## config.mk

```make
export PLATFORM = sky130hd
export DESIGN_NAME = rotary_knob_setting_decoder_flat
export DESIGN_NICKNAME = d
export VERILOG_FILES = /design/src/design/rksd_pkg.sv /design/src/design/rksd_ifs.sv /design/src/design/rksd_knob_step.sv /design/src/design/rksd_core.sv /design/src/design/rotary_knob_setting_decoder.sv /design/src/flat_wrapper.sv
export SDC_FILE = /design/constraint.sdc
export NUM_CORES = 1
export LEC_CHECK = 0
export BUFFER_PORTS_ARGS = -buffer_cell sky130_fd_sc_hd__buf_2
export CORE_AREA = 8 8 98 74
export CTS_BUF_LIST = sky130_fd_sc_hd__clkbuf_8
export DETAILED_ROUTE_END_ITERATION = 10
export DIE_AREA = 0 0 106 82
export HOLD_SLACK_MARGIN = 0.08
export PLACE_DENSITY = 0.74
export SLEW_MARGIN = 15
export SYNTH_ARGS = -nofsm -noshare
export SYNTH_HDL_FRONTEND = slang
export SYNTH_SLANG_ARGS = --single-unit
```

## constraint.sdc

```tcl
create_clock -name clk -period 2.95 [get_ports clk]
set_input_delay 0.4425 -clock clk [delete_from_list [all_inputs] [get_ports clk]]
set_output_delay 0.4425 -clock clk [all_outputs]
set_load 0.05 [all_outputs]
```

## src/design/rksd_pkg.sv

```systemverilog
// ----------------------------------------------------------------------------
// rksd_pkg
// Shared widths, limits, register indexes and types for the rotary knob
// setting decoder.
// ----------------------------------------------------------------------------
package rksd_pkg;

	// Raw scan and knob widths
	localparam int SCAN_W    = 8;
	localparam int KNOB_W    = 2;
	localparam int KNOBS_W   = 3 * KNOB_W;

	// Every setting register is held on four bits
	localparam int SET_W     = 4;
	localparam int WAVE_OUT_W = 2;
	localparam int BPOS_W    = 3;

	// Setting limits
	localparam int VOL_TOP    = 12;
	localparam int VOL_BOTTOM = 0;
	localparam int OCT_TOP    = 8;
	localparam int OCT_BOTTOM = 2;

	// Reset values of the settings
	localparam logic [SET_W-1:0]   VOL_RESET    = SET_W'(8);
	localparam logic [SET_W-1:0]   OCT_RESET    = SET_W'(4);
	localparam logic [SET_W-1:0]   OFFSET_RESET = 4'hC;
	localparam logic [KNOBS_W-1:0] KNOBS_RESET  = '1;

	// Defaults of the top level parameters
	localparam int WAVE_COUNT_DEF = 4;
	localparam int WAVE_RESET_DEF = 0;

	// Quadrature codes of one knob
	localparam logic [KNOB_W-1:0] Q_00 = 2'b00;
	localparam logic [KNOB_W-1:0] Q_01 = 2'b01;
	localparam logic [KNOB_W-1:0] Q_10 = 2'b10;
	localparam logic [KNOB_W-1:0] Q_11 = 2'b11;

	// Configuration port
	localparam int CFG_IDX_W  = 2;
	localparam int CFG_DATA_W = BPOS_W;

	typedef enum logic [CFG_IDX_W-1:0] {
		REG_RECEIVER_MODE  = 2'd0,
		REG_BOARD_POSITION = 2'd1
	} cfg_reg_t;

	// Outcome of one knob for one scan
	typedef struct packed {
		logic             changed;
		logic [SET_W-1:0] next;
	} knob_upd_t;

endpackage

```

## src/design/rksd_ifs.sv

```systemverilog
// ----------------------------------------------------------------------------
// rksd interfaces
// Valid/ready channels of the decoder: scan input, result output and
// configuration writes.
// ----------------------------------------------------------------------------

// Scan request channel
interface rksd_scan_if;
	logic                        valid;
	logic                        ready;
	logic [rksd_pkg::SCAN_W-1:0] knob_bits;

	modport source (output valid, output knob_bits, input ready);
	modport sink (input valid, input knob_bits, output ready);
endinterface

// Result request channel
interface rksd_result_if;
	logic                             valid;
	logic                             ready;
	logic [rksd_pkg::SET_W-1:0]       volume_level;
	logic [rksd_pkg::SET_W-1:0]       octave_value;
	logic [rksd_pkg::WAVE_OUT_W-1:0]  wave_select;
	logic signed [rksd_pkg::SET_W-1:0] octave_offset;
	logic                             octave_event;

	modport source (output valid, output volume_level, output octave_value,
		output wave_select, output octave_offset, output octave_event, input ready);
	modport sink (input valid, input volume_level, input octave_value,
		input wave_select, input octave_offset, input octave_event, output ready);
endinterface

// Configuration write channel
interface rksd_cfg_if;
	logic                            valid;
	logic                            ready;
	logic [rksd_pkg::CFG_IDX_W-1:0]  index;
	logic [rksd_pkg::CFG_DATA_W-1:0] data;

	modport source (output valid, output index, output data, input ready);
	modport sink (input valid, input index, input data, output ready);
endinterface

```

## src/design/rksd_knob_step.sv

```systemverilog
// ----------------------------------------------------------------------------
// rksd_knob_step
// Quadrature decode of one knob against its previous bits, with a
// saturating step of the setting it drives.
// ----------------------------------------------------------------------------
module rksd_knob_step #(
	parameter int TOP    = 1,
	parameter int BOTTOM = 0
) (
	input  logic [rksd_pkg::KNOB_W-1:0] cur,
	input  logic [rksd_pkg::KNOB_W-1:0] prev,
	input  logic [rksd_pkg::SET_W-1:0]  val,
	output rksd_pkg::knob_upd_t         upd
);
	import rksd_pkg::*;

	logic up;
	logic down;

	// Decode direction: 11->10 and 00->01 count up, 01->00 and 10->11 down
	assign up   = (prev == Q_11 && cur == Q_10) || (prev == Q_00 && cur == Q_01);
	assign down = (prev == Q_01 && cur == Q_00) || (prev == Q_10 && cur == Q_11);

	// Step the setting, drop a count past a limit
	always_comb begin
		upd.changed = (cur != prev);
		upd.next    = val;
		if (up && val < SET_W'(TOP)) begin
			upd.next = val + SET_W'(1);
		end else if (down && val > SET_W'(BOTTOM)) begin
			upd.next = val - SET_W'(1);
		end
	end

endmodule

```

## src/design/rksd_core.sv

```systemverilog
// ----------------------------------------------------------------------------
// rksd_core
// Scan input register, setting state, decode logic and result register.
// ----------------------------------------------------------------------------
module rksd_core #(
	parameter int WAVE_COUNT = rksd_pkg::WAVE_COUNT_DEF,
	parameter int WAVE_RESET = rksd_pkg::WAVE_RESET_DEF
) (
	input  logic                        clk,
	input  logic                        arst_n,
	input  logic                        receiver_mode,
	input  logic [rksd_pkg::BPOS_W-1:0] board_position,
	rksd_scan_if.sink                   scan,
	rksd_result_if.source               result
);
	import rksd_pkg::*;

	localparam int WRAP_DEPTH = 2 ** SET_W;

	logic               valid_s1;
	logic [KNOBS_W-1:0] knobs_s1;
	logic               valid_s2;
	logic               load_s2;
	logic               adv_s2;

	logic [KNOBS_W-1:0] prev_q;
	logic [SET_W-1:0]   vol_q;
	logic [SET_W-1:0]   oct_q;
	logic [SET_W-1:0]   wave_q;
	logic [SET_W-1:0]   offset_q;

	knob_upd_t vol_upd;
	knob_upd_t oct_upd;
	knob_upd_t wave_upd;

	logic [SET_W-1:0] vol_next;
	logic [SET_W-1:0] oct_next;
	logic [SET_W-1:0] wave_next;
	logic [SET_W-1:0] offset_next;
	logic [SET_W-1:0] wave_wrap [WRAP_DEPTH];

	logic [SET_W-1:0]      vol_s2;
	logic [SET_W-1:0]      oct_s2;
	logic [WAVE_OUT_W-1:0] wave_s2;
	logic [SET_W-1:0]      offset_s2;
	logic                  event_s2;

	// Handshake: result stage frees when empty or taken
	assign adv_s2     = !valid_s2 || result.ready;
	assign load_s2    = valid_s1 && adv_s2;
	assign scan.ready = !valid_s1 || adv_s2;

	// Scan input register
	always_ff @(posedge clk or negedge arst_n) begin
		if (!arst_n) begin
			valid_s1 <= 1'b0;
		end else if (scan.valid && scan.ready) begin
			valid_s1 <= 1'b1;
		end else if (adv_s2) begin
			valid_s1 <= 1'b0;
		end
	end

	always_ff @(posedge clk) begin
		if (scan.valid && scan.ready) begin
			knobs_s1 <= scan.knob_bits[KNOBS_W-1:0];
		end
	end

	// Per-knob decode
	rksd_knob_step #(.TOP(VOL_TOP), .BOTTOM(VOL_BOTTOM)) u_vol (
		.cur  (knobs_s1[1:0]),
		.prev (prev_q[1:0]),
		.val  (vol_q),
		.upd  (vol_upd)
	);

	rksd_knob_step #(.TOP(OCT_TOP), .BOTTOM(OCT_BOTTOM)) u_oct (
		.cur  (knobs_s1[3:2]),
		.prev (prev_q[3:2]),
		.val  (oct_q),
		.upd  (oct_upd)
	);

	rksd_knob_step #(.TOP(WAVE_COUNT - 1), .BOTTOM(0)) u_wave (
		.cur  (knobs_s1[5:4]),
		.prev (prev_q[5:4]),
		.val  (wave_q),
		.upd  (wave_upd)
	);

	// Wrap table for the waveform index
	for (genvar i = 0; i < WRAP_DEPTH; i++) begin : g_wrap
		assign wave_wrap[i] = SET_W'(i % WAVE_COUNT);
	end

	// Next settings
	always_comb begin
		vol_next    = vol_upd.changed ? vol_upd.next : vol_q;
		oct_next    = oct_upd.changed ? oct_upd.next : oct_q;
		wave_next   = wave_upd.changed ? wave_wrap[wave_upd.next] : wave_q;
		offset_next = oct_upd.changed ? (SET_W'(board_position) - oct_upd.next) : offset_q;
		if (!receiver_mode) begin
			vol_next = '0;
		end
	end

	// Setting state
	always_ff @(posedge clk or negedge arst_n) begin
		if (!arst_n) begin
			prev_q   <= KNOBS_RESET;
			vol_q    <= VOL_RESET;
			oct_q    <= OCT_RESET;
			wave_q   <= SET_W'(WAVE_RESET);
			offset_q <= OFFSET_RESET;
		end else if (load_s2) begin
			prev_q   <= knobs_s1;
			vol_q    <= vol_next;
			oct_q    <= oct_next;
			wave_q   <= wave_next;
			offset_q <= offset_next;
		end
	end

	// Result register
	always_ff @(posedge clk or negedge arst_n) begin
		if (!arst_n) begin
			valid_s2 <= 1'b0;
		end else if (adv_s2) begin
			valid_s2 <= valid_s1;
		end
	end

	always_ff @(posedge clk) begin
		if (load_s2) begin
			vol_s2    <= vol_next;
			oct_s2    <= oct_next;
			wave_s2   <= wave_next[WAVE_OUT_W-1:0];
			offset_s2 <= offset_next;
			event_s2  <= oct_upd.changed;
		end
	end

	assign result.valid         = valid_s2;
	assign result.volume_level  = vol_s2;
	assign result.octave_value  = oct_s2;
	assign result.wave_select   = wave_s2;
	assign result.octave_offset = offset_s2;
	assign result.octave_event  = event_s2;

`ifndef SYNTHESIS
	a_oct_range: assert property (@(posedge clk) disable iff (!arst_n)
		oct_q >= SET_W'(OCT_BOTTOM) && oct_q <= SET_W'(OCT_TOP))
		else $error("octave setting left its limits");

	a_vol_range: assert property (@(posedge clk) disable iff (!arst_n)
		vol_q <= SET_W'(VOL_TOP))
		else $error("volume setting above its top");

	a_wave_range: assert property (@(posedge clk) disable iff (!arst_n)
		int'(wave_q) < WAVE_COUNT || wave_q == SET_W'(WAVE_RESET))
		else $error("waveform index out of range");

	a_result_load: assert property (@(posedge clk) disable iff (!arst_n)
		load_s2 |=> valid_s2)
		else $error("decoded scan did not reach the result register");
`endif

endmodule

```

## src/design/rotary_knob_setting_decoder.sv

```systemverilog
// ----------------------------------------------------------------------------
// rotary_knob_setting_decoder
// Decodes three quadrature knobs (volume, octave, waveform) from raw scans
// of the knob rows into saturating settings, one result per scan.
// ----------------------------------------------------------------------------
// Usage:
//   scan   : one request per scan of the knob rows, knob_bits[5:0] used.
//   result : one request per scan with volume, octave, waveform index,
//            octave offset and the octave change flag after that scan.
//   cfg    : register writes, index 0 receiver_mode, 1 board_position;
//            always ready, other indexes are ignored. Write only while
//            no scan is in flight.
// A scan is held in the scan register and then in the result register,
// where its result can be taken. A scan is taken every cycle while the
// receiver takes the results; the rate is set by the single state update
// per scan.
// When the receiver stalls, the result register holds and one more scan
// is taken into the scan register; after that scan.ready drops.
// Reset clears both stages, sets volume 8, octave 4, waveform WAVE_RESET,
// offset -4, previous knob bits all ones and both registers to zero.
// ----------------------------------------------------------------------------
module rotary_knob_setting_decoder #(
	parameter int WAVE_COUNT = rksd_pkg::WAVE_COUNT_DEF,
	parameter int WAVE_RESET = rksd_pkg::WAVE_RESET_DEF
) (
	input  logic          clk,
	input  logic          arst_n,
	rksd_scan_if.sink     scan,
	rksd_result_if.source result,
	rksd_cfg_if.sink      cfg
);
	import rksd_pkg::*;

	logic              receiver_mode_q;
	logic [BPOS_W-1:0] board_position_q;

	assign cfg.ready = 1'b1;

	// Decode register writes
	always_ff @(posedge clk or negedge arst_n) begin
		if (!arst_n) begin
			receiver_mode_q  <= 1'b0;
			board_position_q <= '0;
		end else if (cfg.valid && cfg.ready) begin
			unique case (cfg.index)
				REG_RECEIVER_MODE: begin
					receiver_mode_q <= cfg.data[0];
				end
				REG_BOARD_POSITION: begin
					board_position_q <= cfg.data[BPOS_W-1:0];
				end
				default: begin
				end
			endcase
		end
	end

	rksd_core #(
		.WAVE_COUNT (WAVE_COUNT),
		.WAVE_RESET (WAVE_RESET)
	) u_core (
		.clk            (clk),
		.arst_n         (arst_n),
		.receiver_mode  (receiver_mode_q),
		.board_position (board_position_q),
		.scan           (scan),
		.result         (result)
	);

endmodule
```

## src/flat_wrapper.sv

```systemverilog
// flat-port wrapper written by rule: the top's interface ports become plain ports
module rotary_knob_setting_decoder_flat import rksd_pkg::*;
#(
	parameter int WAVE_COUNT = rksd_pkg::WAVE_COUNT_DEF,
	parameter int WAVE_RESET = rksd_pkg::WAVE_RESET_DEF
)
  (clk, arst_n, scan_valid, scan_knob_bits, scan_ready, result_valid, result_volume_level, result_octave_value, result_wave_select, result_octave_offset, result_octave_event, result_ready, cfg_valid, cfg_index, cfg_data, cfg_ready);
  rksd_scan_if scan_i ();
  rksd_result_if result_i ();
  rksd_cfg_if cfg_i ();
  input  logic clk;
  input  logic arst_n;
  input wire logic [$bits(scan_i.valid)-1:0] scan_valid;
  input wire logic [$bits(scan_i.knob_bits)-1:0] scan_knob_bits;
  output wire logic [$bits(scan_i.ready)-1:0] scan_ready;
  output wire logic [$bits(result_i.valid)-1:0] result_valid;
  output wire logic [$bits(result_i.volume_level)-1:0] result_volume_level;
  output wire logic [$bits(result_i.octave_value)-1:0] result_octave_value;
  output wire logic [$bits(result_i.wave_select)-1:0] result_wave_select;
  output wire logic [$bits(result_i.octave_offset)-1:0] result_octave_offset;
  output wire logic [$bits(result_i.octave_event)-1:0] result_octave_event;
  input wire logic [$bits(result_i.ready)-1:0] result_ready;
  input wire logic [$bits(cfg_i.valid)-1:0] cfg_valid;
  input wire logic [$bits(cfg_i.index)-1:0] cfg_index;
  input wire logic [$bits(cfg_i.data)-1:0] cfg_data;
  output wire logic [$bits(cfg_i.ready)-1:0] cfg_ready;
  assign scan_i.valid = scan_valid;
  assign scan_i.knob_bits = scan_knob_bits;
  assign scan_ready = scan_i.ready;
  assign result_valid = result_i.valid;
  assign result_volume_level = result_i.volume_level;
  assign result_octave_value = result_i.octave_value;
  assign result_wave_select = result_i.wave_select;
  assign result_octave_offset = result_i.octave_offset;
  assign result_octave_event = result_i.octave_event;
  assign result_i.ready = result_ready;
  assign cfg_i.valid = cfg_valid;
  assign cfg_i.index = cfg_index;
  assign cfg_i.data = cfg_data;
  assign cfg_ready = cfg_i.ready;
  rotary_knob_setting_decoder #(.WAVE_COUNT(WAVE_COUNT), .WAVE_RESET(WAVE_RESET)) u_core (.clk(clk), .arst_n(arst_n), .scan(scan_i), .result(result_i), .cfg(cfg_i));
endmodule
```

# --- Word level (Yosys, flattened, before mapping) ---
# Memories as Yosys holds them, arrays and structs flattened.
# Cells that the tools add are included.
classes:
  n_addsub: 7
  magnitude_cmp: 7
  n_eq_ne: 22
  mux: 15
  n_bitwise: 1
  reduce_logical: 41
ops:
  columns: ["cell", "n"]
  rows:
  - ["4-bit two-way mux", 12]
  - ["2-bit == test, second input constant", 12]
  - ["1-bit logical AND", 20]
  - ["2-bit by 1-bit == test with 1-bit output, second input constant", 7]
  - ["2-bit zero test", 7]
  - ["4-bit by 1-bit adder with 4-bit output, second input constant", 3]
  - ["4-bit by 1-bit subtractor with 4-bit output, second input constant", 3]
  - ["4-bit by 1-bit greater-than comparator with 1-bit output, second input constant", 2]
  - ["1-bit logical OR", 8]
  - ["4-bit less-than comparator, second input constant", 2]
  - ["2-bit inequality test", 3]
  - ["2-bit AND reduction", 3]
  - ["5-bit greater-or-equal comparator, second input constant", 1]
  - ["4-bit NOT with 5-bit output", 1]
  - ["4-bit by 2-bit greater-than comparator with 1-bit output, second input constant", 1]
  - ["4-bit by 2-bit less-than comparator with 1-bit output, second input constant", 1]
  - ["3-bit by 4-bit subtractor with 4-bit output", 1]
  - ["1-bit zero test", 2]
  - ["1-bit two-way mux", 2]
  - ["2-bit two-way mux", 1]
  - ["2-bit nonzero test", 1]
totals:
  register_bits: 49
  romBits: 64
  input_bits: 18
  out_inout_bits: 18
  wordCells: 110
  memories: 1
memory_table:
  columns: ["name", "words", "width", "rd", "rd_clocked_by_memory_dff", "wr", "line", "rtl"]
  rows:
  - ["(name not given)", 16, 4, 1, 0, 0, "rksd_core.sv:101", "wave_next = wave_upd.changed ? wave_wrap[wave_upd.next] : wave_q;"]

# --- Longest topological paths before layout ---
# Gate-level depths: netlist of the first run.
logic_depth:
  depth_word: 11
  ltp_mapped: 12
  ltp_nobuf: 12

# --- Hierarchy ---
# A second synthesis of the first run with hierarchy kept.
unflattened:
  cells_unflattened: 209
  hier_area_um2: 2680.1
by_module_without_submodules:
  columns: ["mod", "instances", "cells_each", "area_per_inst_um2", "seq_area_each_um2"]
  rows:
  - ["rksd_core", 1, 111, 1800.5, 1193.6]
  - ["rksd_knob_step at u_core.u_core.u_vol", 1, 34, 247.7, 0.0]
  - ["rksd_knob_step at u_core.u_core.u_wave", 1, 26, 224.0, 0.0]
  - ["rksd_knob_step at u_core.u_core.u_oct", 1, 26, 207.7, 0.0]
  - ["rotary_knob_setting_decoder", 1, 12, 200.2, 100.1]

# --- Worst setup path before layout of the first run ---
# Ideal clock, no wire load.
synth_path:
  path_type: "flip-flop to flip-flop"
  from: "register u_core.u_core.prev_q[2]"
  to: "register u_core.u_core.offset_q[1]"
  setup_ns: 0.125
  arrival_time_ns: 2.782
  required_ns: 2.825
  path_slack_ns: 0.043
  stages_incl_launch_ff: 10
  n_path_buf: 0
  synth_period_minus_slack_ns: 2.907
  path_cell_list: "dfstp_2 or4b_4 a22oi_1 nor2_1 xnor2_1 ha_1 inv_1 fa_1 mux2_2 mux2_2"
synth_between:
  elab_chain_cells: 8
  elab_cells_between_ends: 17
  classes_between: "add/sub: 1; eq/ne: 4; mux: 3; reduce/logical: 9"
synth_lines:
  columns: ["element", "line", "rtl"]
  rows:
  - ["from (decl)", "rksd_core.sv:26", "logic [KNOBS_W-1:0] prev_q;"]
  - ["from (signal assigned)", "rksd_core.sv:117", "prev_q <= knobs_s1;"]
  - ["2-bit by 1-bit == test with 1-bit output or 2-bit == test (tied branches)", "rksd_knob_step.sv:22", "assign down = (prev == Q_01 && cur == Q_00) || (prev == Q_10 && cur == Q_11);"]
  - ["1-bit logical AND", "rksd_knob_step.sv:22", null]
  - ["1-bit logical OR", "rksd_knob_step.sv:22", null]
  - ["1-bit logical AND", "rksd_knob_step.sv:30", "end else if (down && val > SET_W'(BOTTOM)) begin"]
  - ["4-bit two-way mux", "rksd_knob_step.sv:30", null]
  - ["4-bit two-way mux", "rksd_knob_step.sv:28", "if (up && val < SET_W'(TOP)) begin"]
  - ["3-bit by 4-bit subtractor with 4-bit output", "rksd_core.sv:102", "offset_next = oct_upd.changed ? (SET_W'(board_position) - oct_upd.next) : offset_q;"]
  - ["4-bit two-way mux *", "rksd_core.sv:102", null]
  - ["net u_core.u_core.offset_next[1]", "rksd_core.sv:39", "logic [SET_W-1:0] offset_next;"]
  - ["to (signal assigned)", "rksd_core.sv:121", "offset_q <= offset_next;"]
  - ["to (decl)", "rksd_core.sv:30", "logic [SET_W-1:0] offset_q;"]
# The timed path passes the listed nets; every way through them passes the cells marked *.
# A chain may end at the register's enable or synchronous reset.

# --- Worst setup path in the final report of the first run ---
layout_path:
  from: "register u_core.u_core.prev_q[2]"
  to: "register u_core.u_core.offset_s2[3] (netlist: u_core.u_core.result.octave_offset[3]) (data pin)"
layout_between:
  elab_chain_cells: 8
  elab_cells_between_ends: 17
  classes_between: "add/sub: 1; eq/ne: 4; mux: 3; reduce/logical: 9"
layout_lines:
  columns: ["element", "line", "rtl"]
  rows:
  - ["2-bit by 1-bit == test with 1-bit output or 2-bit == test (tied branches)", "rksd_knob_step.sv:22", null]
  - ["1-bit logical AND", "rksd_knob_step.sv:22", null]
  - ["1-bit logical OR", "rksd_knob_step.sv:22", null]
  - ["1-bit logical AND", "rksd_knob_step.sv:30", null]
  - ["4-bit two-way mux", "rksd_knob_step.sv:30", null]
  - ["4-bit two-way mux", "rksd_knob_step.sv:28", null]
  - ["3-bit by 4-bit subtractor with 4-bit output", "rksd_core.sv:102", null]
  - ["4-bit two-way mux *", "rksd_core.sv:102", null]
  - ["net u_core.u_core.offset_next[3]", "rksd_core.sv:39", null]
  - ["to (signal assigned)", "rksd_core.sv:139", "offset_s2 <= offset_next;"]
  - ["to (decl)", "rksd_core.sv:45", "logic [SET_W-1:0] offset_s2;"]
# Marks and branches as above.

==> impl_results.html, run 1 <==
<table>
<tr><th>Metric</th><th>Value</th></tr>
<tr><th colspan="2">Outcome</th></tr>
<tr><td>Run status</td><td>finished, final reports clean</td></tr>
<tr><th colspan="2">Timing</th></tr>
<tr><td>Worst hold margin</td><td>0.144 ns</td></tr>
<tr><td>Transition time at the pin with the least slew margin</td><td>about 0.61 ns</td></tr>
<tr><td>Final-report max-slew violation count</td><td>0</td></tr>
<tr><td>Worst clock skew on the final layout</td><td>0.0102 ns</td></tr>
<tr><td>Final setup fails</td><td>0</td></tr>
<tr><td>Hold Vio Cnt, Final</td><td>0</td></tr>
<tr><td>RSZ-0062 raised after global routing</td><td>true</td></tr>
<tr><td>Final critical delay including setup and external delays</td><td>a little under 3 ns</td></tr>
<tr><td>Headroom to the max-slew limit</td><td>0.595</td></tr>
<tr><td>Max Freq</td><td>344 MHz</td></tr>
<tr><td>Period utilisation layout</td><td>0.984</td></tr>
<tr><th colspan="2">Worst hold path</th></tr>
<tr><td>Classification of the worst-slack hold path</td><td>input port to async pin</td></tr>
<tr><th colspan="2">Power</th></tr>
<tr><td>Total power draw</td><td>2900 µW</td></tr>
<tr><td>PD cells</td><td>approximately 960 mW/mm²</td></tr>
<tr><td>Leakage power total</td><td>0.00128 µW</td></tr>
<tr><td>Worst vdd ir</td><td>290 µV</td></tr>
<tr><th colspan="2">Synthesis</th></tr>
<tr><td>Post-synthesis cell count</td><td>219</td></tr>
<tr><td>Asr flop ratio synth</td><td>0.553</td></tr>
<tr><td>Syn Std Cell Area</td><td>about 0.0025 mm²</td></tr>
<tr><td>Most frequently used flop master after synthesis</td><td>sky130_fd_sc_hd__edfxtp_1</td></tr>
<tr><td>Avg Cell Area, Syn</td><td>11.3 µm²</td></tr>
<tr><td>Post-synth cell types</td><td>47</td></tr>
<tr><td>EDFF count, synth</td><td>21</td></tr>
<tr><td>Warnings from Yosys</td><td>0</td></tr>
<tr><td>Number of synthesized register bits</td><td>47</td></tr>
<tr><td>Portion of the post-synthesis area used by sequential elements</td><td>0.522</td></tr>
<tr><td>Synthesized netlist net count</td><td>approximately 250</td></tr>
<tr><th colspan="2">Cells and area</th></tr>
<tr><td>Final cell utilization of the core</td><td>0.514</td></tr>
<tr><td>Signed area change from the synthesized netlist to the final layout</td><td>21.4%</td></tr>
<tr><td>Fin nets</td><td>301</td></tr>
<tr><td>Post-route cell area</td><td>0.00301 mm²</td></tr>
<tr><td>Total inserted antenna cells</td><td>0</td></tr>
<tr><td>Share of cells above drive strength 1</td><td>0.348</td></tr>
<tr><th colspan="2">Floorplan</th></tr>
<tr><td>DIE HEIGHT</td><td>just over 80 µm</td></tr>
<tr><td>Die area</td><td>0.00869 mm²</td></tr>
<tr><td>Die X-Extent</td><td>106 µm</td></tr>
<tr><td>Initial cell density of the core</td><td>0.423</td></tr>
<tr><td># IOs</td><td>36</td></tr>
<tr><td>Floorplan Core Area</td><td>0.00586 mm²</td></tr>
<tr><td>Row Count</td><td>24</td></tr>
<tr><th colspan="2">Clock network</th></tr>
<tr><td>Total clock buffers created by CTS</td><td>5</td></tr>
<tr><td>Clock root buffer master</td><td>sky130_fd_sc_hd__clkbuf_8</td></tr>
<tr><td>Htree depth</td><td>2</td></tr>
<tr><td>Clock Latency Late Sink</td><td>0.30 ns</td></tr>
<tr><td>TritonCTS clock tree</td><td>done</td></tr>
<tr><td>Clock input transition at the sequential cells of the worst setup and hold paths</td><td>roughly 0.090 ns</td></tr>
<tr><td>Clock Path Buffers</td><td>2</td></tr>
<tr><td># clock sinks</td><td>47</td></tr>
<tr><th colspan="2">Place</th></tr>
<tr><td>Cell area after placement</td><td>approximately 0.0028 mm²</td></tr>
<tr><td>DPL Wire Length</td><td>between 3 and 4 mm</td></tr>
<tr><td>Number of input and output port buffers inserted</td><td>32</td></tr>
<tr><td>Global placement routability congestion</td><td>0.796</td></tr>
<tr><th colspan="2">Setup path</th></tr>
<tr><td>Logic depth of the worst register-to-register path</td><td>11</td></tr>
<tr><td>Worst R2R End</td><td>u_core.u_core.result.octave_offset[3]$_DFFE_PP_</td></tr>
<tr><td>Maximum fanout along the worst path</td><td>4</td></tr>
<tr><td>CP Launch Type</td><td>flop</td></tr>
<tr><td>Required time of the critical path</td><td>3.01 ns</td></tr>
<tr><td>Path type of the worst setup path</td><td>flop to flop</td></tr>
<tr><td>Critical path capture point type</td><td>flop</td></tr>
<tr><td>Reg2reg start</td><td>u_core.u_core.prev_q[2]$_DFFE_PN1P_</td></tr>
<tr><td>Worst Path Arrival</td><td>just under 3 ns</td></tr>
<tr><td>Setup slack of the worst register-to-register path</td><td>0.05 ns</td></tr>
<tr><th colspan="2">Route</th></tr>
<tr><td>Detailed router's first-iteration violation count</td><td>72</td></tr>
<tr><td>Number of detailed-routing iterations run before antenna repair</td><td>4</td></tr>
<tr><td>Post-route antenna net violation count</td><td>0</td></tr>
<tr><td>Via Count</td><td>1772</td></tr>
<tr><td>Routed wire length</td><td>5.01 mm</td></tr>
<tr><td>WL/cell</td><td>14.3 µm</td></tr>
<tr><td>Average vias per placed instance</td><td>between 5 and 6</td></tr>
<tr><td>Residual DRC</td><td>0</td></tr>
<tr><th colspan="2">Global routing</th></tr>
<tr><td>Largest net degree at the start of global routing</td><td>27</td></tr>
<tr><td>Aggregate global routing overflow</td><td>0</td></tr>
<tr><td>Number of global-route vias before repair</td><td>~1.8k</td></tr>
<tr><td>Number of antenna violations at the first check in global routing</td><td>0</td></tr>
<tr><td>Global-route usage over all layers</td><td>0.119</td></tr>
<tr><td>First-pass GRT wire length</td><td>between 8 and 9 mm</td></tr>
<tr><th colspan="2">Flow run</th></tr>
<tr><td>Count of max-cap constraint violations</td><td>0</td></tr>
</table>
[layer usage]
layer / up-vias / global-route usage / routed length (µm)
met5: - / 0 / 0
met4: 0 / 0.0294 / 41
met3: 5 / 0.0345 / 192
met2: 28 / 0.205 / 2390
met1: 864 / 0.144 / 2390
li1: 875 / - / -
[per-stage QoR]
stage | cells | TNS [ns] | setup WS (ns)
2_1_floorplan | 219 | 0 | 0.0434
3_5_place_dp | 341 | -0.0575 | -0.0308
4_1_cts | 349 | 0 | 0.0131
5_1_grt | 351 | -0.132 | -0.0538
6_report | 351 | 0 | 0.0459
3_3_place_gp | 341 | 0 | 0.0203
[critical path: stages, from the launching register on]
cell and delay [ns]:
sky130_fd_sc_hd__dfstp_2 0.55, sky130_fd_sc_hd__or4b_4 0.47, sky130_fd_sc_hd__a22oi_2 0.22, sky130_fd_sc_hd__buf_6 0.15, sky130_fd_sc_hd__nor2_2 0.05, sky130_fd_sc_hd__nor2_2 0.14, sky130_fd_sc_hd__o22ai_2 0.09, sky130_fd_sc_hd__ha_1 0.29
sky130_fd_sc_hd__a21o_1 0.17, sky130_fd_sc_hd__a21oi_2 0.17, sky130_fd_sc_hd__xor2_1 0.10, sky130_fd_sc_hd__mux2_4 0.26
[how the worst max path moves through the flow]
| stage | start | endpoint | slack [ns] |
|---|---|---|---|
| 3_3_place_gp | u_core.u_core.prev_q[2]$_DFFE_PN1P_ | u_core.u_core.offset_q[1]$_DFFE_PN0P_ | 0.02 |
| 2_1_floorplan | u_core.u_core.prev_q[2]$_DFFE_PN1P_ | u_core.u_core.offset_q[1]$_DFFE_PN0P_ | 0.04 |
| 6_report | u_core.u_core.prev_q[2]$_DFFE_PN1P_ | u_core.u_core.result.octave_offset[3]$_DFFE_PP_ | 0.05 |
| 4_1_cts | u_core.u_core.prev_q[2]$_DFFE_PN1P_ | u_core.u_core.offset_q[1]$_DFFE_PN0P_ | 0.01 |
| 5_1_grt | u_core.u_core.prev_q[2]$_DFFE_PN1P_ | u_core.u_core.result.octave_offset[3]$_DFFE_PP_ | -0.05 |
| 3_5_place_dp | u_core.u_core.prev_q[2]$_DFFE_PN1P_ | u_core.u_core.result.octave_offset[3]$_DFFE_PP_ | -0.03 |
[registers in the layout, indices dropped and copies added, names as in the netlist, 2 cells and up]
register                            count
u_core.u_core.wave_q                    2
u_core.u_core.vol_q                     4
u_core.board_position_q                 3
u_core.u_core.oct_q                     4
u_core.u_core.result.octave_value       4
u_core.u_core.result.volume_level       4
u_core.u_core.prev_q                    6
u_core.u_core.result.octave_offset      4
u_core.u_core.offset_q                  4
u_core.u_core.knobs_s1                  6
u_core.u_core.result.wave_select        2
[layout make-up]
| class | count | area, µm² |
|---|---|---|
| tap | 78 | 97.6 |
| inverter | 12 | 45.0 |
| sequential | 47 | 1290 |
| fill | 546 | 2850 |
| clock buffer | 5 | 68.8 |
| clock inverter | 3 | 11.3 |
| timing repair buffer | 52 | 314 |
| multi-input combinational | 154 | 1180 |
[cell usage after synthesis, drive strengths merged (2+ instances only)]
master / instances / area (µm²)
nand2: 32 / 120
dfrtp: 16 / 400
o21ai: 4 / 20.0
a21oi: 9 / 45.0
and2: 4 / 25.0
nor4b: 3 / 26.3
edfxtp: 21 / 631
mux2: 12 / 135
nand3b: 3 / 22.5
ha: 10 / 125
nor2: 11 / 41.3
xnor2: 13 / 114
nand3: 4 / 20.0
nor2b: 3 / 18.8
o22ai: 5 / 31.3
clkbuf: 5 / 18.8
inv: 12 / 45.0
nand4b: 2 / 17.5
or4b: 2 / 23.8
nand2b: 5 / 31.3
a21o: 2 / 15.0
and4b: 2 / 20.0
mux2i: 3 / 30.0
dfstp: 10 / 263
a22o: 3 / 26.3
a2bb2oi: 3 / 26.3
xor2: 2 / 17.5
[cells in the final DEF (no fill, tap or decap), types with 8 or more instances in the layout]
master	n
sky130_fd_sc_hd__nand2_1	32
sky130_fd_sc_hd__buf_2	32
sky130_fd_sc_hd__edfxtp_1	21
sky130_fd_sc_hd__buf_4	19
sky130_fd_sc_hd__dfrtp_1	16
sky130_fd_sc_hd__xnor2_1	12
sky130_fd_sc_hd__inv_1	12
sky130_fd_sc_hd__mux2_2	10
sky130_fd_sc_hd__dfstp_2	10
sky130_fd_sc_hd__ha_1	9
sky130_fd_sc_hd__nor2_1	8
sky130_fd_sc_hd__a21oi_1	8
[kinds of logic after synthesis]
| kind of cell | count (synthesis) | synth area share |
|---|---|---|
| xor gates and xnor gates | 15 | 0.0530 |
| buffers and inverters | 18 | 0.0288 |
| AOI/OAI and AO/OA | 37 | 0.112 |
| adders and majority gates | 11 | 0.0586 |
| other | 1 | 0.00151 |
| DFF | 47 | 0.522 |
| muxes | 15 | 0.0666 |
| and+or+nand+nor | 75 | 0.158 |
[repair_timing]
action	in CTS	in global routing
hold buffers	0	0
resized for setup	7	9
setup buffers	0	2
endpoints found under the setup margin	2	4
pin swaps	4	11
cloned	0	0
[where the power goes]
| part | leakage, µW | switching, µW | total (µW) | internal [µW] |
|---|---|---|---|---|
| Combinational | 0.000735 | 796 | 1450 | 657 |
| Clock | 0.0000444 | 210 | 368 | 159 |
| Sequential | 0.000496 | 136 | 1080 | 940 |
(Power assumes the default switching activity.)
==> inputs of run 2 (changes only) <==
--- a/config.mk
+++ b/config.mk
@@ -5,13 +5,13 @@
 export SDC_FILE = /design/constraint.sdc
 export NUM_CORES = 1
 export LEC_CHECK = 0
-export BUFFER_PORTS_ARGS = -buffer_cell sky130_fd_sc_hd__buf_2
 export CORE_AREA = 8 8 98 74
 export CTS_BUF_LIST = sky130_fd_sc_hd__clkbuf_8
 export DETAILED_ROUTE_END_ITERATION = 10
 export DIE_AREA = 0 0 106 82
+export DONT_BUFFER_PORTS = 1
 export HOLD_SLACK_MARGIN = 0.08
-export PLACE_DENSITY = 0.74
+export PLACE_DENSITY = 0.68
 export SLEW_MARGIN = 15
 export SYNTH_ARGS = -nofsm -noshare
 export SYNTH_HDL_FRONTEND = slang
==> impl_results.html, run 2 (synthesis results as in run 1) <==
<table>
<tr><th>Metric</th><th>Value</th></tr>
<tr><th colspan="2">Route</th></tr>
<tr><td>WL/cell</td><td>14.3 µm (about the same)</td></tr>
<tr><td>Average vias per placed instance</td><td>5.13 (was 5.05)</td></tr>
<tr><td>Detailed router's first-iteration violation count</td><td>85 (was 72)</td></tr>
<tr><td>Via Count</td><td>1657 (was 1772)</td></tr>
<tr><td>Wire length on met1</td><td>2.11 mm (was 2.39 mm)</td></tr>
<tr><td>Residual DRC</td><td>0 (unchanged)</td></tr>
<tr><td>Post-route antenna net violation count</td><td>0 (unchanged)</td></tr>
<tr><td>Number of detailed-routing iterations run before antenna repair</td><td>4 (unchanged)</td></tr>
<tr><td>Uppermost routed layer</td><td>met4 (unchanged)</td></tr>
<tr><td>Routed wire length</td><td>4.62 mm (was 5.01 mm)</td></tr>
<tr><td>Routed wl met3</td><td>262 µm (was 192 µm)</td></tr>
<tr><td>Met2 layer wire length in the routed design</td><td>2.16 mm (was 2.39 mm)</td></tr>
<tr><th colspan="2">Flow run</th></tr>
<tr><td>Count of max-cap constraint violations</td><td>0 (unchanged)</td></tr>
<tr><th colspan="2">Clock network</th></tr>
<tr><td>Clock input transition at the sequential cells of the worst setup and hold paths</td><td>0.09 ns (about the same)</td></tr>
<tr><td># clock sinks</td><td>47 (unchanged)</td></tr>
<tr><td>TritonCTS clock tree</td><td>done (unchanged)</td></tr>
<tr><td>Clock root buffer master</td><td>sky130_fd_sc_hd__clkbuf_8 (unchanged)</td></tr>
<tr><td>Clock Path Buffers</td><td>2 (unchanged)</td></tr>
<tr><td>Clock Latency Late Sink</td><td>0.31 ns (was 0.30 ns)</td></tr>
<tr><td>Total clock buffers created by CTS</td><td>5 (unchanged)</td></tr>
<tr><td>Htree depth</td><td>2 (unchanged)</td></tr>
<tr><th colspan="2">Global routing</th></tr>
<tr><td>Number of antenna violations at the first check in global routing</td><td>0 (unchanged)</td></tr>
<tr><td>Global-route usage over all layers</td><td>0.111 (was 0.119)</td></tr>
<tr><td>First-pass GRT wire length</td><td>7.65 mm (was 8.38 mm)</td></tr>
<tr><td>Aggregate global routing overflow</td><td>0 (unchanged)</td></tr>
<tr><td>Largest net degree at the start of global routing</td><td>27 (unchanged)</td></tr>
<tr><td>Number of global-route vias before repair</td><td>1636 (was 1772)</td></tr>
<tr><th colspan="2">Setup path</th></tr>
<tr><td>Logic depth of the worst register-to-register path</td><td>9 (was 11)</td></tr>
<tr><td>Path type of the worst setup path</td><td>flop to flop (unchanged)</td></tr>
<tr><td>CP Launch Type</td><td>flop (unchanged)</td></tr>
<tr><td>Required time of the critical path</td><td>3.15 ns (was 3.01 ns)</td></tr>
<tr><td>Worst R2R End</td><td>u_core.u_core.offset_q[1]$_DFFE_PN0P_ (was u_core.u_core.result.octave_offset[3]$_DFFE_PP_)</td></tr>
<tr><td>Maximum fanout along the worst path</td><td>4 (unchanged)</td></tr>
<tr><td>Critical path capture point type</td><td>flop (unchanged)</td></tr>
<tr><td>Setup slack of the worst register-to-register path</td><td>0.05 ns (about the same)</td></tr>
<tr><td>Reg2reg start</td><td>u_core.u_core.prev_q[2]$_DFFE_PN1P_ (unchanged)</td></tr>
<tr><td>Worst Path Arrival</td><td>3.11 ns (was 2.96 ns)</td></tr>
<tr><th colspan="2">Cells and area</th></tr>
<tr><td>Fillers</td><td>523 (was 546)</td></tr>
<tr><td>Area of the multi-input gates</td><td>0.00117 mm² (was 0.00118 mm²)</td></tr>
<tr><td>Commonest non-fill, non-tap cell in the layout</td><td>sky130_fd_sc_hd__nand2_1</td></tr>
<tr><td>Signed area change from the synthesized netlist to the final layout</td><td>16.5% (was 21.4%)</td></tr>
<tr><td>Register area</td><td>0.00129 mm² (unchanged)</td></tr>
<tr><td>Share of cells above drive strength 1</td><td>0.286 (was 0.348)</td></tr>
<tr><td>Total inserted antenna cells</td><td>0 (unchanged)</td></tr>
<tr><td>Top flop regs</td><td>u_core.u_core.knobs_s1 (6), u_core.u_core.prev_q (6) (unchanged)</td></tr>
<tr><td>Post-route cell area</td><td>0.00289 mm² (was 0.00301 mm²)</td></tr>
<tr><td>Most used cells in the layout excluding fill and tap cells</td><td>sky130_fd_sc_hd__nand2_1 (32), sky130_fd_sc_hd__buf_4 (22), sky130_fd_sc_hd__edfxtp_1 (21) (was sky130_fd_sc_hd__nand2_1 (32), sky130_fd_sc_hd__buf_2 (32), sky130_fd_sc_hd__edfxtp_1 (21))</td></tr>
<tr><td>Fin nets</td><td>273 (was 301)</td></tr>
<tr><th colspan="2">Floorplan</th></tr>
<tr><td>Row Count</td><td>24 (unchanged)</td></tr>
<tr><td>DIE HEIGHT</td><td>82 µm (unchanged)</td></tr>
<tr><td>Die X-Extent</td><td>106 µm (unchanged)</td></tr>
<tr><td># IOs</td><td>36 (unchanged)</td></tr>
<tr><td>Die area</td><td>0.00869 mm² (unchanged)</td></tr>
<tr><td>Initial cell density of the core</td><td>0.423 (unchanged)</td></tr>
<tr><td>Floorplan Core Area</td><td>0.00586 mm² (unchanged)</td></tr>
<tr><th colspan="2">Worst hold path</th></tr>
<tr><td>Worst hold path cell count</td><td>0</td></tr>
<tr><td>Startpoint of the lowest-slack hold path</td><td>scan_knob_bits[2]</td></tr>
<tr><td>Classification of the worst-slack hold path</td><td>input port to flop (was input port to async pin)</td></tr>
<tr><td>Worst min-delay path endpoint</td><td>u_core.u_core.knobs_s1[2]$_DFFE_PP_</td></tr>
<tr><th colspan="2">Power</th></tr>
<tr><td>Worst vdd ir</td><td>338 µV (was 290 µV)</td></tr>
<tr><td>Leakage power total</td><td>0.00116 µW (was 0.00128 µW)</td></tr>
<tr><td>PD cells</td><td>986 mW/mm² (was 963 mW/mm²)</td></tr>
<tr><th colspan="2">Place</th></tr>
<tr><td>Post-placement setup slack</td><td>-0.0952 ns (was -0.0308 ns)</td></tr>
<tr><td>Number of input and output port buffers inserted</td><td>0 (was 32)</td></tr>
<tr><td>Global placement routability congestion</td><td>0.816 (was 0.796)</td></tr>
<tr><td>Cell area after placement</td><td>0.00268 mm² (was 0.00285 mm²)</td></tr>
<tr><td>DPL Wire Length</td><td>3.09 mm (was 3.47 mm)</td></tr>
<tr><th colspan="2">Timing</th></tr>
<tr><td>RSZ-0062 raised after global routing</td><td>true (unchanged)</td></tr>
<tr><td>Period utilisation layout</td><td>0.984 (about the same)</td></tr>
<tr><td>Max Freq</td><td>344 MHz (about the same)</td></tr>
<tr><td>Final-report max-slew violation count</td><td>0 (unchanged)</td></tr>
<tr><td>Hold Vio Cnt, Final</td><td>0 (unchanged)</td></tr>
<tr><td>Headroom to the max-slew limit</td><td>0.598 (was 0.595)</td></tr>
<tr><td>Worst clock skew on the final layout</td><td>0.0103 ns (was 0.0102 ns)</td></tr>
<tr><td>Final setup fails</td><td>0 (unchanged)</td></tr>
<tr><td>Worst hold margin</td><td>0.226 ns (was 0.144 ns)</td></tr>
<tr><td>Transition time at the pin with the least slew margin</td><td>0.601 ns (was 0.607 ns)</td></tr>
<tr><td>Post-route setup slack</td><td>0.0459 ns (about the same)</td></tr>
<tr><td>Final critical delay including setup and external delays</td><td>2.90 ns (about the same)</td></tr>
<tr><th colspan="2">Outcome</th></tr>
<tr><td>Run status</td><td>finished, final reports clean (unchanged)</td></tr>
</table>
==> run 2: changes by cell type in the layout (fill, tap and decap cells not counted), moves of 2 or more <==
cell	change
sky130_fd_sc_hd__clkinv_2	+2
sky130_fd_sc_hd__buf_2	-32
sky130_fd_sc_hd__a21oi_1	-2
sky130_fd_sc_hd__a21oi_2	+2
sky130_fd_sc_hd__clkinv_1	-2
sky130_fd_sc_hd__buf_4	+3
==> run 2: area by class of cell <==
| class | instances | share of cell area |
|---|---|---|
| multi-input cells | 154 | 0.404 |
| inverters | 12 | 0.0156 |
| clock buffers | 5 | 0.0238 |
| well taps | 78 | 0.0338 |
| flip-flops and latches | 47 | 0.448 |
| clock inverters | 3 | 0.00650 |
| repair buffers | 24 | 0.0676 |
==> run 2: worst max-delay path by stage <==
stage                                        startpoint                                              end
floorplan           u_core.u_core.prev_q[2]$_DFFE_PN1P_            u_core.u_core.offset_q[1]$_DFFE_PN0P_
global placement    u_core.u_core.prev_q[2]$_DFFE_PN1P_  u_core.u_core.result.octave_offset[3]$_DFFE_PP_
detailed placement  u_core.u_core.prev_q[2]$_DFFE_PN1P_  u_core.u_core.result.octave_offset[3]$_DFFE_PP_
CTS                 u_core.u_core.prev_q[2]$_DFFE_PN1P_  u_core.u_core.result.octave_offset[3]$_DFFE_PP_
global route        u_core.u_core.prev_q[2]$_DFFE_PN1P_  u_core.u_core.result.octave_offset[3]$_DFFE_PP_
finish              u_core.u_core.prev_q[2]$_DFFE_PN1P_            u_core.u_core.offset_q[1]$_DFFE_PN0P_
==> run 2: report_power, final <==
| part | internal, µW | leakage (µW) | switching [µW] | total [µW] |
|---|---|---|---|---|
| logic | 604 | 0.000619 | 526 | 1130 |
| clock network | 167 | 0.0000483 | 229 | 396 |
| registers | 947 | 0.000496 | 373 | 1320 |
| total | 1720 | 0.00116 | 1130 | 2850 |
==> run 2: layer usage <==
layer	vias up	global-route usage
met4	0	0.0420
li1	819	-
met3	9	0.0376
met1	792	0.135
met5	-	0
met2	37	0.179
==> run 2: critical path, stage by stage (launching register included) <==
cell and delay (ns):
sky130_fd_sc_hd__dfstp_2 0.55, sky130_fd_sc_hd__or4b_4 0.47, sky130_fd_sc_hd__a22oi_2 0.29, sky130_fd_sc_hd__nor2_2 0.10, sky130_fd_sc_hd__xnor2_1 0.18, sky130_fd_sc_hd__ha_2 0.19, sky130_fd_sc_hd__inv_2 0.05, sky130_fd_sc_hd__fa_2 0.45
sky130_fd_sc_hd__mux2_4 0.27, sky130_fd_sc_hd__mux2_4 0.25
==> run 2: what timing repair did <==
action / in CTS / in global routing
endpoints found under the hold margin: 26 / 0
gates resized for setup: 2 / 13
pin swaps: 0 / 10
endpoints found under the setup margin: 2 / 5
setup buffers: 0 / 5
hold buffers: 2 / 0
==> run 2: through the flow <==
step / setup TNS [ns] / util / total power [µW] / instances
2_1_floorplan: 0 / - / 2020 / 219
3_3_place_gp: -0.0515 / 0.457 / 2290 / 308
3_5_place_dp: -0.121 / 0.457 / 2320 / 308
4_1_cts: 0 / 0.479 / 2760 / 318
5_1_grt: -0.192 / 0.493 / 3040 / 323
6_report: 0 / 0.493 / 2850 / 323
==> inputs of run 3 (changes only) <==
--- a/config.mk
+++ b/config.mk
@@ -5,13 +5,13 @@
 export SDC_FILE = /design/constraint.sdc
 export NUM_CORES = 1
 export LEC_CHECK = 0
-export CORE_AREA = 8 8 98 74
+export ABC_AREA = 1
+export CORE_AREA = 8 8 97 73
 export CTS_BUF_LIST = sky130_fd_sc_hd__clkbuf_8
 export DETAILED_ROUTE_END_ITERATION = 10
-export DIE_AREA = 0 0 106 82
+export DIE_AREA = 0 0 105 81
 export DONT_BUFFER_PORTS = 1
 export HOLD_SLACK_MARGIN = 0.08
-export PLACE_DENSITY = 0.68
 export SLEW_MARGIN = 15
 export SYNTH_ARGS = -nofsm -noshare
 export SYNTH_HDL_FRONTEND = slang
==> impl_results.html, run 3 <==
<table>
<tr><th>Metric</th><th>Value</th></tr>
<tr><th colspan="2">Cells and area</th></tr>
<tr><td>Total inserted antenna cells</td><td>0 (unchanged)</td></tr>
<tr><td>Share of cells above drive strength 1</td><td>0.112 (was 0.286)</td></tr>
<tr><td>Most used cells in the layout excluding fill and tap cells</td><td>sky130_fd_sc_hd__nand2_1 (82), sky130_fd_sc_hd__inv_1 (41), sky130_fd_sc_hd__edfxtp_1 (21) (was sky130_fd_sc_hd__nand2_1 (32), sky130_fd_sc_hd__buf_4 (22), sky130_fd_sc_hd__edfxtp_1 (21))</td></tr>
<tr><td>Top flop regs</td><td>u_core.u_core.knobs_s1 (6), u_core.u_core.prev_q (6) (unchanged)</td></tr>
<tr><td>Signed area change from the synthesized netlist to the final layout</td><td>9.03% (was 16.5%)</td></tr>
<tr><td>Fin nets</td><td>305 (was 273)</td></tr>
<tr><td>Commonest non-fill, non-tap cell in the layout</td><td>sky130_fd_sc_hd__nand2_1 (unchanged)</td></tr>
<tr><th colspan="2">Floorplan</th></tr>
<tr><td>Floorplan Core Area</td><td>0.00553 mm² (was 0.00586 mm²)</td></tr>
<tr><td>Die area</td><td>0.00851 mm² (was 0.00869 mm²)</td></tr>
<tr><td>DIE HEIGHT</td><td>81 µm (was 82 µm)</td></tr>
<tr><td>Die X-Extent</td><td>105 µm (was 106 µm)</td></tr>
<tr><td># IOs</td><td>36 (unchanged)</td></tr>
<tr><td>Initial cell density of the core</td><td>0.436 (was 0.423)</td></tr>
<tr><td>Row Count</td><td>23 (was 24)</td></tr>
<tr><th colspan="2">Clock network</th></tr>
<tr><td>Total clock buffers created by CTS</td><td>5 (unchanged)</td></tr>
<tr><td>Htree depth</td><td>2 (unchanged)</td></tr>
<tr><td>Number of buffers inserted to repair setup after CTS</td><td>0 (unchanged)</td></tr>
<tr><td>Clock Path Buffers</td><td>2 (unchanged)</td></tr>
<tr><td># clock sinks</td><td>47 (unchanged)</td></tr>
<tr><td>Clock root buffer master</td><td>sky130_fd_sc_hd__clkbuf_8 (unchanged)</td></tr>
<tr><td>Clock input transition at the sequential cells of the worst setup and hold paths</td><td>0.09 ns (about the same)</td></tr>
<tr><td>Clock Latency Late Sink</td><td>0.29 ns (was 0.31 ns)</td></tr>
<tr><td>TritonCTS clock tree</td><td>done (unchanged)</td></tr>
<tr><th colspan="2">Synthesis</th></tr>
<tr><td>Post-synthesis cell count</td><td>270 (was 219)</td></tr>
<tr><td>Avg Cell Area, Syn</td><td>8.93 µm² (was 11.3 µm²)</td></tr>
<tr><td>EDFF count, synth</td><td>21 (unchanged)</td></tr>
<tr><td>Warnings from Yosys</td><td>0 (unchanged)</td></tr>
<tr><td>Most frequent cells after synthesis</td><td>sky130_fd_sc_hd__nand2_1 (82), sky130_fd_sc_hd__inv_1 (40), sky130_fd_sc_hd__edfxtp_1 (21) (was sky130_fd_sc_hd__nand2_1 (32), sky130_fd_sc_hd__edfxtp_1 (21), sky130_fd_sc_hd__dfrtp_1 (16))</td></tr>
<tr><td>Syn Std Cell Area</td><td>0.00241 mm² (was 0.00248 mm²)</td></tr>
<tr><td>Yosys top cell area share</td><td>0.262 (was 0.254)</td></tr>
<tr><td>Yosys top cell by area</td><td>sky130_fd_sc_hd__edfxtp_1 (unchanged)</td></tr>
<tr><td>Area contributors post-synth</td><td>sky130_fd_sc_hd__edfxtp_1 (26%), sky130_fd_sc_hd__dfrtp_1 (17%), sky130_fd_sc_hd__nand2_1 (13%) (was sky130_fd_sc_hd__edfxtp_1 (25%), sky130_fd_sc_hd__dfrtp_1 (16%), sky130_fd_sc_hd__dfstp_2 (11%))</td></tr>
<tr><td>Asr flop ratio synth</td><td>0.553 (unchanged)</td></tr>
<tr><td>Synthesized netlist net count</td><td>299 (was 248)</td></tr>
<tr><td>Portion of the post-synthesis area used by sequential elements</td><td>0.537 (was 0.522)</td></tr>
<tr><td>Post-synth cell types</td><td>34 (was 47)</td></tr>
<tr><td>Most frequently used flop master after synthesis</td><td>sky130_fd_sc_hd__edfxtp_1 (unchanged)</td></tr>
<tr><td>Most repeated cell in the gate-level netlist after synthesis</td><td>sky130_fd_sc_hd__nand2_1 (unchanged)</td></tr>
<tr><td>Number of synthesized register bits</td><td>47 (unchanged)</td></tr>
<tr><th colspan="2">Timing</th></tr>
<tr><td>RSZ-0062 raised after global routing</td><td>false (was true)</td></tr>
<tr><td>Hold Vio Cnt, Final</td><td>0 (unchanged)</td></tr>
<tr><td>Final critical delay including setup and external delays</td><td>2.61 ns (was 2.90 ns)</td></tr>
<tr><td>Final-report max-slew violation count</td><td>0 (unchanged)</td></tr>
<tr><td>Sum of negative setup slack</td><td>0 ns (unchanged)</td></tr>
<tr><td>Max Freq</td><td>383 MHz (was 344 MHz)</td></tr>
<tr><td>Period utilisation layout</td><td>0.885 (was 0.984)</td></tr>
<tr><td>Transition time at the pin with the least slew margin</td><td>0.592 ns (was 0.601 ns)</td></tr>
<tr><td>Worst clock skew on the final layout</td><td>0.0112 ns (was 0.0103 ns)</td></tr>
<tr><td>Headroom to the max-slew limit</td><td>0.604 (was 0.598)</td></tr>
<tr><td>Post-route setup slack</td><td>0.339 ns (was 0.0459 ns)</td></tr>
<tr><td>Worst hold margin</td><td>0.239 ns (was 0.226 ns)</td></tr>
<tr><td>Final setup fails</td><td>0 (unchanged)</td></tr>
<tr><th colspan="2">Route</th></tr>
<tr><td>Post-route antenna net violation count</td><td>0 (unchanged)</td></tr>
<tr><td>Average vias per placed instance</td><td>4.78 (was 5.13)</td></tr>
<tr><td>Uppermost routed layer</td><td>met4 (unchanged)</td></tr>
<tr><td>Routed wire length</td><td>4.52 mm (was 4.62 mm)</td></tr>
<tr><td>Routed wl met3</td><td>305 µm (was 262 µm)</td></tr>
<tr><td>WL/cell</td><td>12.8 µm (was 14.3 µm)</td></tr>
<tr><td>Residual DRC</td><td>0 (unchanged)</td></tr>
<tr><td>Met2 layer wire length in the routed design</td><td>1.83 mm (was 2.16 mm)</td></tr>
<tr><td>Wire length on met1</td><td>2.37 mm (was 2.11 mm)</td></tr>
<tr><td>Number of detailed-routing iterations run before antenna repair</td><td>4 (unchanged)</td></tr>
<tr><td>Detailed router's first-iteration violation count</td><td>75 (was 85)</td></tr>
<tr><td>Via Count</td><td>1682 (was 1657)</td></tr>
<tr><th colspan="2">Setup path</th></tr>
<tr><td>Required time of the critical path</td><td>3.11 ns (was 3.15 ns)</td></tr>
<tr><td>Worst Path Arrival</td><td>2.77 ns (was 3.11 ns)</td></tr>
<tr><td>Cell occurring most often along the worst timing path</td><td>sky130_fd_sc_hd__nand2_1 (was sky130_fd_sc_hd__mux2_4)</td></tr>
<tr><td>Cell family contributing the most delay on the critical path</td><td>adder cells (unchanged)</td></tr>
<tr><td>Crit path buf inv count</td><td>3 (was 1)</td></tr>
<tr><td>Maximum fanout along the worst path</td><td>5 (was 4)</td></tr>
<tr><td>Critical path capture point type</td><td>flop (unchanged)</td></tr>
<tr><td>Setup slack of the worst register-to-register path</td><td>0.34 ns (was 0.05 ns)</td></tr>
<tr><td>Logic depth of the worst register-to-register path</td><td>14 (was 9)</td></tr>
<tr><td>Path type of the worst setup path</td><td>flop to flop (unchanged)</td></tr>
<tr><td>CP Launch Type</td><td>flop (unchanged)</td></tr>
<tr><td>Slowest CP cell</td><td>sky130_fd_sc_hd__fa_1 (was sky130_fd_sc_hd__dfstp_2)</td></tr>
<tr><td>Crit path cell chain</td><td>inv_1 &gt; ha_1 &gt; o21ai_1 &gt; nand2_1 &gt; nand2_1 &gt; xor2_2 &gt; inv_1 &gt; ha_1 &gt; inv_1 &gt; fa_1 &gt; nand2_1 &gt; o21ai_0 &gt; nand2_1 &gt; o21ai_0 (was or4b_4 &gt; a22oi_2 &gt; nor2_2 &gt; xnor2_1 &gt; ha_2 &gt; inv_2 &gt; fa_2 &gt; mux2_4 &gt; mux2_4)</td></tr>
<tr><td>Worst R2R End</td><td>u_core.u_core.offset_q[1]$_DFFE_PN0P_ (unchanged)</td></tr>
<tr><td>Crit-path max cell delay</td><td>0.42 ns (was 0.55 ns)</td></tr>
<tr><td>Reg2reg start</td><td>u_core.u_core.oct_q[0]$_DFFE_PN0P_ (was u_core.u_core.prev_q[2]$_DFFE_PN1P_)</td></tr>
<tr><th colspan="2">Power</th></tr>
<tr><td>Worst vdd ir</td><td>369 µV (was 338 µV)</td></tr>
<tr><td>PD cells</td><td>1040 mW/mm² (was 986 mW/mm²)</td></tr>
<tr><td>Leakage power total</td><td>0.00125 µW (was 0.00116 µW)</td></tr>
<tr><th colspan="2">Global routing</th></tr>
<tr><td>Largest net degree at the start of global routing</td><td>37 (was 27)</td></tr>
<tr><td>Number of antenna violations at the first check in global routing</td><td>0 (unchanged)</td></tr>
<tr><td>Aggregate global routing overflow</td><td>0 (unchanged)</td></tr>
<tr><td>Global-route usage over all layers</td><td>0.115 (was 0.111)</td></tr>
<tr><td>First-pass GRT wire length</td><td>7.95 mm (was 7.65 mm)</td></tr>
<tr><td>Number of global-route vias before repair</td><td>1686 (was 1636)</td></tr>
<tr><th colspan="2">Place</th></tr>
<tr><td>Post-placement setup slack</td><td>0.291 ns (was -0.0952 ns)</td></tr>
<tr><td>Global placement routability congestion</td><td>0.821 (was 0.816)</td></tr>
<tr><td>Number of input and output port buffers inserted</td><td>0 (unchanged)</td></tr>
<tr><td>DPL Wire Length</td><td>3.30 mm (was 3.09 mm)</td></tr>
<tr><th colspan="2">Worst hold path</th></tr>
<tr><td>Classification of the worst-slack hold path</td><td>input port to flop (unchanged)</td></tr>
<tr><td>Worst min-delay path endpoint</td><td>u_core.receiver_mode_q$_DFFE_PN0P_ (was u_core.u_core.knobs_s1[2]$_DFFE_PP_)</td></tr>
<tr><td>Worst hold path cell count</td><td>1 (was 0)</td></tr>
<tr><td>Startpoint of the lowest-slack hold path</td><td>cfg_valid (was scan_knob_bits[2])</td></tr>
<tr><th colspan="2">Outcome</th></tr>
<tr><td>Run status</td><td>finished, final reports clean (unchanged)</td></tr>
<tr><th colspan="2">Flow run</th></tr>
<tr><td>Count of max-cap constraint violations</td><td>0 (unchanged)</td></tr>
</table>
==> run 3: changes by cell type after synthesis, sizes merged, moves of 4 or more <==
cell / previous run / this run
xor2: 2 / 6
xnor2: 13 / 2
inv: 12 / 41
nand2: 32 / 83
nand3: 4 / 19
mux2: 12 / 2
nand2b: 5 / 0
a21oi: 9 / 4
nand4: 0 / 6
o21ai: 4 / 21
==> run 3: power by group <==
part           switching, µW  leakage [µW]  internal (µW)
combinational            583      0.000695            354
sequential               417      0.000507            983
clock                    205     0.0000524            186
total                   1200       0.00125           1520
==> run 3: cell type report <==
| type | instances | area, µm² |
|---|---|---|
| Multi-Input combinational cell | 177 | 950 |
| Clock buffer | 6 | 82.6 |
| Tap cell | 75 | 93.8 |
| Inverter | 41 | 154 |
| Timing Repair Buffer | 4 | 45.0 |
| Clock inverter | 2 | 8.76 |
| Fill cell | 538 | 2900 |
| Sequential cell | 47 | 1290 |
==> run 3: layer usage <==
metal,GRT usage,vias to the layer above
met2,0.164,43
met3,0.0411,2
met1,0.163,754
met5,0,-
li1,-,883
met4,0.0298,0
==> run 3: cell families after synthesis <==
| kind of cell | synth area share |
|---|---|
| AO/OA/AOI/OAI | 0.0680 |
| XOR/XNOR | 0.0291 |
| adder cells (fa/ha/maj) | 0.0602 |
| buffers and inverters | 0.0737 |
| flip-flops | 0.537 |
| multiplexers | 0.00935 |
| other | 0.00156 |
| AND/OR/NAND/NOR | 0.221 |
==> run 3: stage by stage <==
stage                util  area (µm²)  instances  total power (µW)
detailed placement  0.452        2490        342              2330
floorplan               -        2410        270              2120
global route        0.476        2630        352              2990
global placement    0.452        2490        342              2300
finish              0.476        2630        352              2730
CTS                 0.474        2620        352              2740
==> run 3: timing repair <==
item,4_1_cts,5_1_grt
hold endpoints to repair,26,0
gates resized for setup,0,2
endpoints found under the setup margin,0,2
hold buffers,2,0
==> run 3: worst max path at each step <==
stage	start	endpoint	slack [ns]	cells past startpoint
final	u_core.u_core.oct_q[0]$_DFFE_PN0P_	u_core.u_core.offset_q[1]$_DFFE_PN0P_	0.34	14
after floorplan	u_core.u_core.oct_q[0]$_DFFE_PN0P_	u_core.u_core.result.octave_offset[1]$_DFFE_PP_	0.56	12
after global placement	u_core.u_core.oct_q[0]$_DFFE_PN0P_	u_core.u_core.result.octave_offset[3]$_DFFE_PP_	0.35	15
after detailed placement	u_core.u_core.oct_q[0]$_DFFE_PN0P_	u_core.u_core.offset_q[1]$_DFFE_PN0P_	0.29	14
after CTS	u_core.u_core.oct_q[0]$_DFFE_PN0P_	u_core.u_core.offset_q[1]$_DFFE_PN0P_	0.29	14
after global routing	u_core.u_core.oct_q[0]$_DFFE_PN0P_	u_core.u_core.result.octave_offset[3]$_DFFE_PP_	0.006	15
